==> src/rtl/cave_pkg.sv <==
// shared constants, codes and types of the cave automaton step block
// used by cave_cell, cave_ram and cave_cellular_automaton_step_top
package cave_pkg;

  // grid geometry
  localparam int MAX_ROWS = 64;
  localparam int MAX_COLS = 64;
  localparam int ROW_W    = $clog2(MAX_ROWS);
  localparam int COL_W    = $clog2(MAX_COLS);
  localparam int SIZE_W   = 7;
  localparam int LIM_W    = 4;
  localparam int CNT_W    = 4;

  // action codes of the input word
  localparam logic [1:0] ACT_WRITE = 2'd0;
  localparam logic [1:0] ACT_STEP  = 2'd1;
  localparam logic [1:0] ACT_READ  = 2'd2;

  // register indexes of the configuration port
  localparam logic [1:0] REG_DEATH = 2'd0;
  localparam logic [1:0] REG_BIRTH = 2'd1;
  localparam logic [1:0] REG_ROWS  = 2'd2;
  localparam logic [1:0] REG_COLS  = 2'd3;

  // control shared by every cell of the row
  typedef struct packed {
    logic              init;
    logic              shift;
    logic [LIM_W-1:0]  death;
    logic [LIM_W-1:0]  birth;
  } cell_ctl_t;

endpackage

==> src/rtl/cave_ram.sv <==
// grid store: one row of cells per word, one write and one read port,
// registered read data; depends on cave_pkg
module cave_ram (
  input  logic                          clk,
  input  logic                          we,
  input  logic [cave_pkg::ROW_W-1:0]    waddr,
  input  logic [cave_pkg::MAX_COLS-1:0] wdata,
  input  logic [cave_pkg::ROW_W-1:0]    raddr,
  output logic [cave_pkg::MAX_COLS-1:0] rdata
);

  logic [cave_pkg::MAX_COLS-1:0] mem [cave_pkg::MAX_ROWS];

  // write port
  always_ff @(posedge clk) begin
    if (we) begin
      mem[waddr] <= wdata;
    end
  end

  // read port
  always_ff @(posedge clk) begin
    rdata <= mem[raddr];
  end

endmodule

==> config.mk <==
export PLATFORM = sky130hd
export DESIGN_NAME = cave_ram
export DESIGN_NICKNAME = d
export VERILOG_FILES = /design/src/rtl/cave_pkg.sv /design/src/rtl/cave_ram.sv
export SDC_FILE = /design/constraint.sdc
export NUM_CORES = 2
export LEC_CHECK = 0
export ABC_AREA = 1
export BUFFER_PORTS_ARGS = -buffer_cell sky130_fd_sc_hd__buf_4
export CAP_MARGIN = 20
export CORE_UTILIZATION = 35
export CTS_CLUSTER_DIAMETER = 80
export CTS_CLUSTER_SIZE = 12
export DETAILED_ROUTE_END_ITERATION = 8
export PLACE_DENSITY_LB_ADDON = 0.2
export REMOVE_ABC_BUFFERS = 1
export SYNTH_ARGS = -nofsm -noshare
export SYNTH_HDL_FRONTEND = slang
export SYNTH_SLANG_ARGS = --single-unit
export TNS_END_PERCENT = 20
==> constraint.sdc <==
create_clock -name clk -period 10.4 [get_ports clk]
set_clock_uncertainty 0.05 [all_clocks]
set_input_delay 0 -clock clk [delete_from_list [all_inputs] [get_ports clk]]
set_output_delay 0 -clock clk [all_outputs]
set_load 0.1 [all_outputs]
# Word-level counts from Yosys, hierarchy flattened
# Memories as Yosys holds them, arrays and structs flattened. A register that Yosys moved wholly into a read port is not among the register bits.
# Cells that the tools add are included.
[word_totals]
regBits = 0
latch_bits = 0
ramBits = 4096
mem_bits_ro = 0
word_cells = 3
n_memories = 1
[mem_list]
columns = ["memory", "depth", "width", "rd", "rd_clocked_by_memory_dff", "write_ports", "line_no", "rtl"]
rows = [
  ["mem", 64, 64, 1, 1, 1, "cave_ram.sv:12", "logic [cave_pkg::MAX_COLS-1:0] mem [cave_pkg::MAX_ROWS];"],
]
[classes]
n_addsub = 0
n_mul = 0
div = 0
magnitude_cmp = 0
eq_ne = 0
shifts = 0
n_mux = 2
n_bitwise = 0
n_reduce_logical = 0
[ops]
columns = ["cell", "count"]
rows = [
  ["$mux W1", 2],
]

# Depth between registers and ports, before layout
[depth]
word_depth = 2
depth_mapped = 13
depth_no_buf = 9

# Worst setup path after synthesis
# Ideal clock, no wire load.
[synth_timing]
path_kind = "in2reg"
start = "in we"
end = "mem mem[48][0] (netlist name) (enable)"
arrival_ns = 6.636
required_time_ns = 9.704
path_slack_ns = 3.068
path_stages = 3
path_buffers = 1
cell_sequence = "clkbuf_1 > nand4_1 > nor4_1"
[synth_between]
elab_chain_cells = 2
[synth_rtl]
columns = ["element", "line_no", "rtl"]
rows = [
  ["start: declaration", "cave_ram.sv:5", "input logic we,"],
  ["$mux W1", "cave_ram.sv:16", "if (we) begin"],
  ["$mux W1 (implied by the code)", "cave_ram.sv:17", "mem[waddr] <= wdata;"],
  ["end: declaration", "cave_ram.sv:12", ""],
]
# No other way between the ends.

==> flow_summary.ini <==
[clocking]
clk_pin_slew_ns = 0.06
cts_tree = yes
cts_num_sinks = 4160
numCtsBuffers = 387
cts_resized = 0
root_buffer = clkbuf_16
ctsLongestPathBuffers = 4
clkLatencyLatePin_ns = 0.98
h-tree-depth = 5

[critical_path]
critPathKind = in -> reg
worstPathArrival_ns = 5.17
worstSetupStartpoint = raddr[0]
cp-end-kind = flip-flop
path_buf_inv = 8
startpoint_type = input pin
cpMaxStageDelayCell = dlygate4sd3_1
cp_cell_sequence = dlygate4sd3_1 -> buf_16 -> inv_16 -> buf_12 -> buf_12 -> nand2_1 -> nand3_1 -> nand3_1 -> nand3_1 -> dlygate4sd3_1 -> nand3_1 -> dlygate4sd3_1 -> nand2_1 -> dlygate4sd3_1 -> nand2_1 -> nand2_1
crit_path_max_incr_delay_ns = 0.60
r2r-start = mem[33][20]$_DFFE_PP_
cp.required_ns = 11.23
path_delay_family = buffers and inverters
cp_max_fo = 167

[routing]
via_count = 107120
wl_mm = 547
wl_per_cell_um = 27.6
drc = 2
firstDrtPassIters = 8
detail-route-antenna-nets = 0
via_per_inst = 5.40
drt-initial-drc-count = 11951

[yosys]
syn_inst = 13405
synth-xor-area-share_pct = 0
yosysWarnings = 0
ys_types = 16
synthSimpleGateAreaFrac_pct = 21.9
synthMuxAreaShare_pct = 0
synth-compound-area-share_pct = 0
synth_top_family_by_area = simple AND/OR/NAND/NOR gates
avgSynthCellArea_um2 = 12.3
synth_fa_ha_area_share_pct = 0
synth_seq_cells = 4160
syn_area_um2 = 165000
yosysSeqAreaShare_pct = 75.2

[layout]
final-seq-area_um2 = 124000
layout-drive-gt1-share_pct = 6.42
num-fill-cells = 44602
multi_input_area_um2 = 36600
fin_nets = 13450
areaGrowthSynthToFinish_pct = 11.4
final_cell_area_um2 = 184000

[placement]
placed_area_um2 = 172000
post-place-ws_ns = 6.06
hpwlAfterDp_mm = 260
portBuffers = 141
place.gp.congestion = 0.758

[global_route]
grtUsageTotal_pct = 22.4
grt_pass1_vias = 100242
grt_pass1_wl_mm = 771
grt_max_degree = 203
overflow = 0
antenna_found_initial = 31

[sta]
drv_slew = 0
tightest_slew_ns = 1.17
finalCritPeriodShare_pct = 41.7
finalSetupViolCount = 0
grt_setup_unrepaired = false
fmaxAchievable_mhz = 231
fin_tns_setup_ns = 0
holdWs_ns = 0.0640
min_period_ns = 4.33
final_hold_viol_count = 0
slew_headroom_pct = 21.7
fin_ws_ns = 6.07

[worst_hold_path]
hold_class = in -> reg
min_from = waddr[5]

[power_and_ir_drop]
power.density_nw_per_um2 = 185
ir_worst_vdd_mv = 0.129
leakagePower_uw = 0.0632

[die]
die_h_um = 689
dieArea_um2 = 475000
die_w_um = 689
boundaryPins = 142
core_area_um2 = 471000
start_util_pct = 35.1
rows = 252

[flow_run]
cap_violations = 0

[run_status]
run_status = finished, violations left
failed_checks = DRC
-- final timing paths --
path | endpoint | slack (ns) | cells after the start
setup / recovery | rdata[20]$_DFF_P_ | 6.07 | 16
hold / removal | mem[48][50]$_DFFE_PP_ | 0.06 | 4
setup reg to reg | rdata[20]$_DFF_P_ | 7.49 | 11
hold reg to reg | rdata[23]$_DFF_P_ | 0.74 | 8
-- metal layers --
metal | wire length (um) | up-vias | GRT usage, %
met5 | 66 | - | 0
met4 | 15200 | 10 | 5.98
met3 | 37800 | 745 | 3.02
met2 | 251000 | 3924 | 35.5
met1 | 243000 | 54771 | 32.5
li1 | - | 47670 | -
-- through the flow --
step / util (%) / std cells / total power, uW
floorplan: - / 12508 / 20300
global placement: 36.6 / 19110 / 21200
detailed placement: 36.6 / 19115 / 21200
CTS: 39.1 / 19824 / 34300
global route: 39.1 / 19826 / 35100
finish: 39.1 / 19829 / 34100
-- worst register-to-register path, stage by stage (launching register included) --
cell and delay (ns):
edfxtp_1 0.35, nand2_1 0.07, nand3_1 0.08, nand3_1 0.13, nand3_1 0.09, dlygate4sd3_1 0.59
nand3_1 0.08, dlygate4sd3_1 0.56, nand2_1 0.05, dlygate4sd3_1 0.55, nand2_1 0.06, nand2_1 0.11
-- sequential cells by signal (all words and copies together) (netlist names) --
signal / count
mem: 4096
rdata: 64
-- power by group --
| group | switching [uW] | internal, uW |
|---|---|---|
| combinational | 1770 | 516 |
| sequential | 60.7 | 18600 |
| clock | 6250 | 6930 |
-- cell usage in the layout (no fill, tap or decap) --
cell / instances
clkinv_16: 5
diode_2: 5
buf_12: 33
clkinvlp_4: 1
dlygate4sd3_1: 91
nor4_2: 8
clkbuf_1: 199
buf_8: 4
buf_4: 342
inv_8: 5
nand3_1: 3847
edfxtp_1: 4096
buf_16: 4
clkinv_8: 7
clkinv_4: 1
inv_6: 10
nand2_1: 4416
buf_6: 1
nand4_1: 9
inv_1: 6
nor2_4: 56
dfxtp_1: 64
clkbuf_16: 390
clkinv_2: 1
inv_16: 5
-- synthesized netlist by cell type --
library cell     n  share of area (%)
clkbuf_1       147               0.33
buf_1           72               0.16
inv_1            8              0.018
edfxtp_1      4096                 74
nor4_1           8              0.030
nand4_1          9              0.034
buf_2          501                1.5
nand3_1       3847                 12
nand2_1       4416                 10
buf_4          134               0.61
inv_4            2             0.0076
buf_8            3              0.027
nor2_1          56               0.13
dfxtp_1         64               0.78
buf_6           40               0.27
inv_2            2             0.0045
-- cell families after synthesis --
group,count (synthesis)
DFF,4160
and+or+nand+nor,8336
buffers and inverters,909
-- repair_timing --
action	in CTS	in global routing
hold buffers	91	0
endpoints found under the hold margin	4452	0
setup buffers	0	0
-- layout make-up --
type | instances | share of cell area [%]
Antenna cell | 5 | 0.00680
Clock buffer | 589 | 5.71
Tap cell | 6223 | 4.23
Inverter | 12 | 0.0571
Clock inverter | 29 | 0.243
Timing Repair Buffer | 475 | 2.35
Sequential cell | 4160 | 67.5
Multi-Input combinational cell | 8336 | 19.9
Note: power is estimated with default switching activity, not from simulation.
