<file path="src/rtl/cave_pkg.sv">
// shared constants, codes and types of the cave automaton step block
// used by cave_cell, cave_ram and cave_cellular_automaton_step_top
package cave_pkg;

  // grid geometry
  localparam int MAX_ROWS = 64;
  localparam int MAX_COLS = 64;
  localparam int ROW_W    = $clog2(MAX_ROWS);
  localparam int COL_W    = $clog2(MAX_COLS);
  localparam int SIZE_W   = 7;
  localparam int LIM_W    = 4;
  localparam int CNT_W    = 4;

  // action codes of the input word
  localparam logic [1:0] ACT_WRITE = 2'd0;
  localparam logic [1:0] ACT_STEP  = 2'd1;
  localparam logic [1:0] ACT_READ  = 2'd2;

  // register indexes of the configuration port
  localparam logic [1:0] REG_DEATH = 2'd0;
  localparam logic [1:0] REG_BIRTH = 2'd1;
  localparam logic [1:0] REG_ROWS  = 2'd2;
  localparam logic [1:0] REG_COLS  = 2'd3;

  // control shared by every cell of the row
  typedef struct packed {
    logic              init;
    logic              shift;
    logic [LIM_W-1:0]  death;
    logic [LIM_W-1:0]  birth;
  } cell_ctl_t;

endpackage

</file>
<file path="src/rtl/cave_cell.sv">
// one column cell: holds the rows above and at the current row of its column
// and computes the next value of its cell; depends on cave_pkg
module cave_cell (
  input  logic                  clk,
  input  cave_pkg::cell_ctl_t   ctl,
  input  logic                  din,        // incoming row bit (row below)
  input  logic                  active,     // column lies inside the region
  input  logic [2:0]            left_win,   // {below, mid, above} of left cell
  input  logic [2:0]            right_win,  // {below, mid, above} of right cell
  output logic [2:0]            win_out,    // own window, all live when inactive
  output logic                  new_bit,
  output logic                  changed
);

  logic                       up_r;
  logic                       mid_r;
  logic [cave_pkg::CNT_W-1:0] cnt;
  logic                       born;
  logic                       lives;

  // vertical window, shifted down by one row per sweep cycle
  always_ff @(posedge clk) begin
    if (ctl.init) begin
      mid_r <= 1'b1;
    end else if (ctl.shift) begin
      up_r  <= mid_r;
      mid_r <= din;
    end
  end

  // window seen by the neighbours
  assign win_out = active ? {din, mid_r, up_r} : 3'b111;

  // live neighbour count of the moore window
  assign cnt = 4'(left_win[0]) + 4'(left_win[1]) + 4'(left_win[2])
             + 4'(right_win[0]) + 4'(right_win[1]) + 4'(right_win[2])
             + 4'(up_r) + 4'(din);

  // survival and birth rules
  assign lives = !(cnt < ctl.death);
  assign born  = cnt > ctl.birth;

  assign new_bit = active ? (mid_r ? lives : born) : mid_r;
  assign changed = active && (new_bit != mid_r);

endmodule

</file>
<file path="config.mk">
export PLATFORM = sky130hd
export DESIGN_NAME = cave_cell
export DESIGN_NICKNAME = d
export VERILOG_FILES = /design/src/rtl/cave_pkg.sv /design/src/rtl/cave_cell.sv
export SDC_FILE = /design/constraint.sdc
export NUM_CORES = 1
export LEC_CHECK = 0
export BUFFER_PORTS_ARGS = -buffer_cell sky130_fd_sc_hd__buf_2
export CORE_MARGIN = 2
export CORE_UTILIZATION = 30
export CTS_CLUSTER_SIZE = 20
export DETAILED_ROUTE_END_ITERATION = 12
export HOLD_SLACK_MARGIN = 0.03
export MAX_ROUTING_LAYER = met4
export SLEW_MARGIN = 15
export SYNTH_ARGS = -nofsm -noshare
export SYNTH_HDL_FRONTEND = slang
export SYNTH_SLANG_ARGS = --single-unit
</file>
<file path="constraint.sdc">
create_clock -name clk -period 14.2 [get_ports clk]
set_clock_uncertainty 0.05 [all_clocks]
set_input_delay 2.84 -clock clk [delete_from_list [all_inputs] [get_ports clk]]
set_output_delay 2.84 -clock clk [all_outputs]
set_load 0.05 [all_outputs]
</file>
# == After elaboration in Yosys (flattened, before gate mapping) ==
# Cells that the tools add are included.
# totals
input_bits,19
register_bits,2
# classes
bitwise,1
reduce_logical,3
add_sub_neg,7
n_eq_ne,1
mux,3
order_cmp,2
# ops
cell,n
adder 4 x 1 -> 4 bit,4
adder 3 x 1 -> 4 bit,1
greater-than comparator 4 bit,1
less-than comparator 4 bit,1
adder 2 x 1 -> 3 bit,1
two-way mux 3 bit,1
adder 1 x 1 -> 2 bit,1
two-way mux 1 bit,2
AND reduction 2 bit,1
logical AND 1 bit,1
logical NOT 1 bit,1
!= test 1 bit,1
NOT 1 bit,1

# == Depth between registers and ports, before layout ==
# depth
word_depth,13
depth_mapped,13

# == Worst setup path before layout ==
# No wires, ideal clock.
# synth_path
path_kind,input -> output
startpoint,input din
endpoint,output new_bit
stages,12
slack_ps,4601
arrival_time_ps,6709
cell_sequence,inv_1 fa_1 fa_1 fa_1 inv_1 ha_1 fa_1 xor2_1 ha_1 or2_2 a21oi_1 o31ai_1
# synth_via
elab_chain_len,5
# synth_lines
item,line_no,rtl
from (decl),cave_cell.sv:6,"input logic din,"
adder 4 x 1 -> 4 bit *,cave_cell.sv:37,+ 4'(up_r) + 4'(din);
less-than comparator 4 bit,cave_cell.sv:40,assign lives = !(cnt < ctl.death);
logical NOT 1 bit,cave_cell.sv:40,
two-way mux 1 bit * (2 in a row),cave_cell.sv:43,assign new_bit = active ? (mid_r ? lives : born) : mid_r;
to (decl),cave_cell.sv:11,"output logic new_bit,"
# Every way passes the cells marked *; elsewhere a longest branch is shown, timed or not.

# == Worst setup path after layout ==
# layout_path
startpoint,input din
endpoint,output changed
# layout_via
elab_chain_len,7
# layout_lines
item,line_no,rtl
adder 4 x 1 -> 4 bit *,cave_cell.sv:37,
less-than comparator 4 bit,cave_cell.sv:40,
logical NOT 1 bit,cave_cell.sv:40,
two-way mux 1 bit * (2 in a row),cave_cell.sv:43,
!= test 1 bit *,cave_cell.sv:44,assign changed = active && (new_bit != mid_r);
logical AND 1 bit *,cave_cell.sv:44,
to (decl),cave_cell.sv:12,output logic changed
# Marks and branches as above.

==> metrics.md <==
| Metric | Value |
|---|---|
| Status | `finished clean` |
| First-pass GRT wire length | `1.531 mm` |
| Crit path arrival time | `6450 ps` |
| CTS tree | `done` |
| Synth area leaders | `ha_1 (25%), fa_1 (16%), inv_1 (15%)` |
| Final setup vio count | `0` |
| Gr usage total | `10.72%` |
| Worst r2r dst | `mid_r$_SDFFE_PP1P_` |
| P per Cell Area | `105.9 nW/um2` |
| Most common cell in the synthesized netlist | `inv_1` |
| Clk_lat worst skew | `220 ps` |
| Yosys top cell area share | `24.88%` |
| Mapped Area | `503.0 um2` |
| Clk pin slew, worst setup/hold paths | `40 ps` |
| Critical Path Sink Type | `primary output` |
| Nets | `120` |
| Avg WL per Cell | `9.392 um` |
| Synth Area in Compound Gates | `17.66%` |
| Yosys top cell by area | `ha_1` |
| DRT antenna net count | `0` |
| Setup CP Type | `in2out` |
| Fillers | `173` |
| Register area | `50.05 um2` |
| Final Hold Fails | `0` |
| Congestion Overflow GR | `0` |
| Syn Inst Count | `59` |
| Initial DRC count | `4` |
| Crit path cell chain | `buf_2 -> inv_1 -> fa_1 -> fa_1 -> fa_1 -> inv_1 -> ha_1 -> fa_1 -> xor2_1 -> ha_1 -> or2_2 -> a21oi_1 -> nor2_2 -> a22oi_2 -> buf_2` |
| Mean Syn Cell Area | `8.525 um2` |
| Total CTS buffers | `3` |
| Worst vdd ir | `75.21 uV` |
| Final Wtd Congestion | `0.7639` |
| Synth Flop Type | `edfxtp_1` |
| Max Root-Sink Buffers | `2` |
| Clock root buffer | `clkbuf_4` |
| Synth warn | `0` |
| Hold worst-path end | `up_r$_DFFE_PP_` |
| Die width | `44.95 um` |
| Crit-path most repeated cell | `fa_1` |
| Hold Crit Start | `mid_r$_SDFFE_PP1P_` |
| Fmax | `107.0 MHz` |
| Count of unique library cells instantiated by Yosys | `22` |
| Vias/cell | `4.510` |
| Vias | `460` |
| Cts hold-fix bufs | `0` |
| RSZ-0062 raised after global routing | `false` |
| Syn Nets | `92` |
| Number of synthesized register bits | `2` |
| Hold Crit Depth | `0` |
| Flop2flop setup slack | `13490 ps` |
| Starting Density | `32.63%` |
| Multi-input gate area | `377.9 um2` |
| Largest net degree at the start of global routing | `5` |
| Slew Viols, Final | `0` |
| Port Buffer Count | `23` |
| Synth async-reset ratio | `0%` |
| Initial antenna violation count | `0` |
| Layout cell share with drive strength beyond 1 | `37.21%` |
| RR Startpoint | `mid_r$_SDFFE_PP1P_` |
| Combinational family with the most area after synthesis | `adder cells` |
| DRT Pass-1 Iters | `4` |
| Post-Synth Simple-Gate Area | `14.93%` |
| Mux share of post-synthesis cell area | `0%` |
| Die area | `2020 um2` |
| Final HPWL DP | `908.1 um` |
| Startpoint types | `primary input` |
| Worst Hold Class | `reg2reg` |
| Synth Area in XOR/XNOR | `1.741%` |
| Setup TNS | `0 ps` |
| Slowest cell on the critical path | `fa_1` |
| Post-synth top cells | `inv_1 (20), ha_1 (10), fa_1 (4), a21oi_1 (3), nand2_1 (3)` |
| WP buf/inv | `4` |
| Finished layout cell area | `664.4 um2` |
| Crit-path max cell delay | `560 ps` |
| H-tree Lvls | `1` |
| Post-synthesis adder-cell area fraction | `40.80%` |
| Leakage | `0.0003957 uW` |
| Total wire length | `958 um` |
| Final core utilization | `43.10%` |
| Post-synth EDFFs | `1` |
| Max Cap Violations | `0` |
| CTS Sinks | `2` |
| Vias in the first global route | `415` |
| Worst EP required | `11310 ps` |
| Worst slew margin | `79.42%` |
| Final Critical Period | `9345 ps` |
| Post-Place Worst Slack | `4821 ps` |
| Row count | `14` |
| I/O pin total | `24` |
| Placed Instance Area | `638.1 um2` |
| Area grow syn2layout | `32.09%` |
| CP top delay family | `adder cells` |
| Reg2reg path depth | `2` |
| Core area | `1541 um2` |
| Worst slew pin tran | `308.6 ps` |
| Seq/Total Area, Yosys | `9.950%` |
| Setup WS post-layout | `4855 ps` |
| Post-CTS Setup Inserts | `0` |
| Die Ht | `44.95 um` |
| Fin crit share | `65.81%` |
| Cts repair resizes | `0` |
| Crit-path max FO | `2` |
| DRC | `0` |
| Antenna cells | `0` |
==> cells by family (layout without fill, tap and decap cells) <==
family / count (synthesis) / in the layout
xor+xnor: 1 / 1
simple gates: 12 / 12
buf+inv: 20 / 47
fa+ha+maj: 14 / 14
compound gates: 10 / 10
flops: 2 / 2
==> layer usage <==
metal / track usage, % / vias up / wire, um / part of all wire, %
met5: - / - / 0 / 0
met3: 2.400 / 0 / 51 / 5.3
li1: - / 241 / - / -
met4: 5.294 / 0 / 0 / 0
met1: 12.35 / 207 / 430 / 45
met2: 17.43 / 12 / 476 / 50
==> sequential cells by signal, summed over array words and instances, names as in the netlist <==
name	flops
up_r	1
mid_r	1
==> cell type report <==
type	instances	share of cell area [%]
multi-input cells	37	56.87
flip-flops and latches	2	7.533
repair buffers	23	17.33
well taps	16	3.013
clock buffers	4	3.955
inverters	20	11.30
==> cells in the final DEF (no fill, tap or decap), types with 2 or more instances in the layout <==
cell type  instances
a21oi_1            3
buf_2             23
clkbuf_4           3
fa_1               4
ha_1              10
inv_1             20
nand2_1            3
nand2b_1           2
nor2b_1            2
==> worst max path at each step <==
stage                     startpoint  endpoint  cells after the start
after floorplan                  din   new_bit                     12
after global placement           din   changed                     15
after detailed placement         din   changed                     15
after CTS                        din   changed                     15
after global routing             din   changed                     15
final                            din   changed                     15
==> through the flow <==
stage	std cells	power, uW	hold slack [ps]
2_1_floorplan	59	46.20	371.5
3_5_place_dp	98	57.75	411.0
5_1_grt	102	78.04	411.7
4_1_cts	102	72.60	403.7
3_3_place_gp	98	55.58	391.2
6_report	102	70.36	397.0
==> where the power goes <==
group	internal [uW]	switching (uW)	leakage (uW)
combinational	21.0	28.7	0.000364
clock	10.5	3.54	0.0000150
sequential	6.45	0.154	0.0000169
Power figures use the tool's default switching activity.
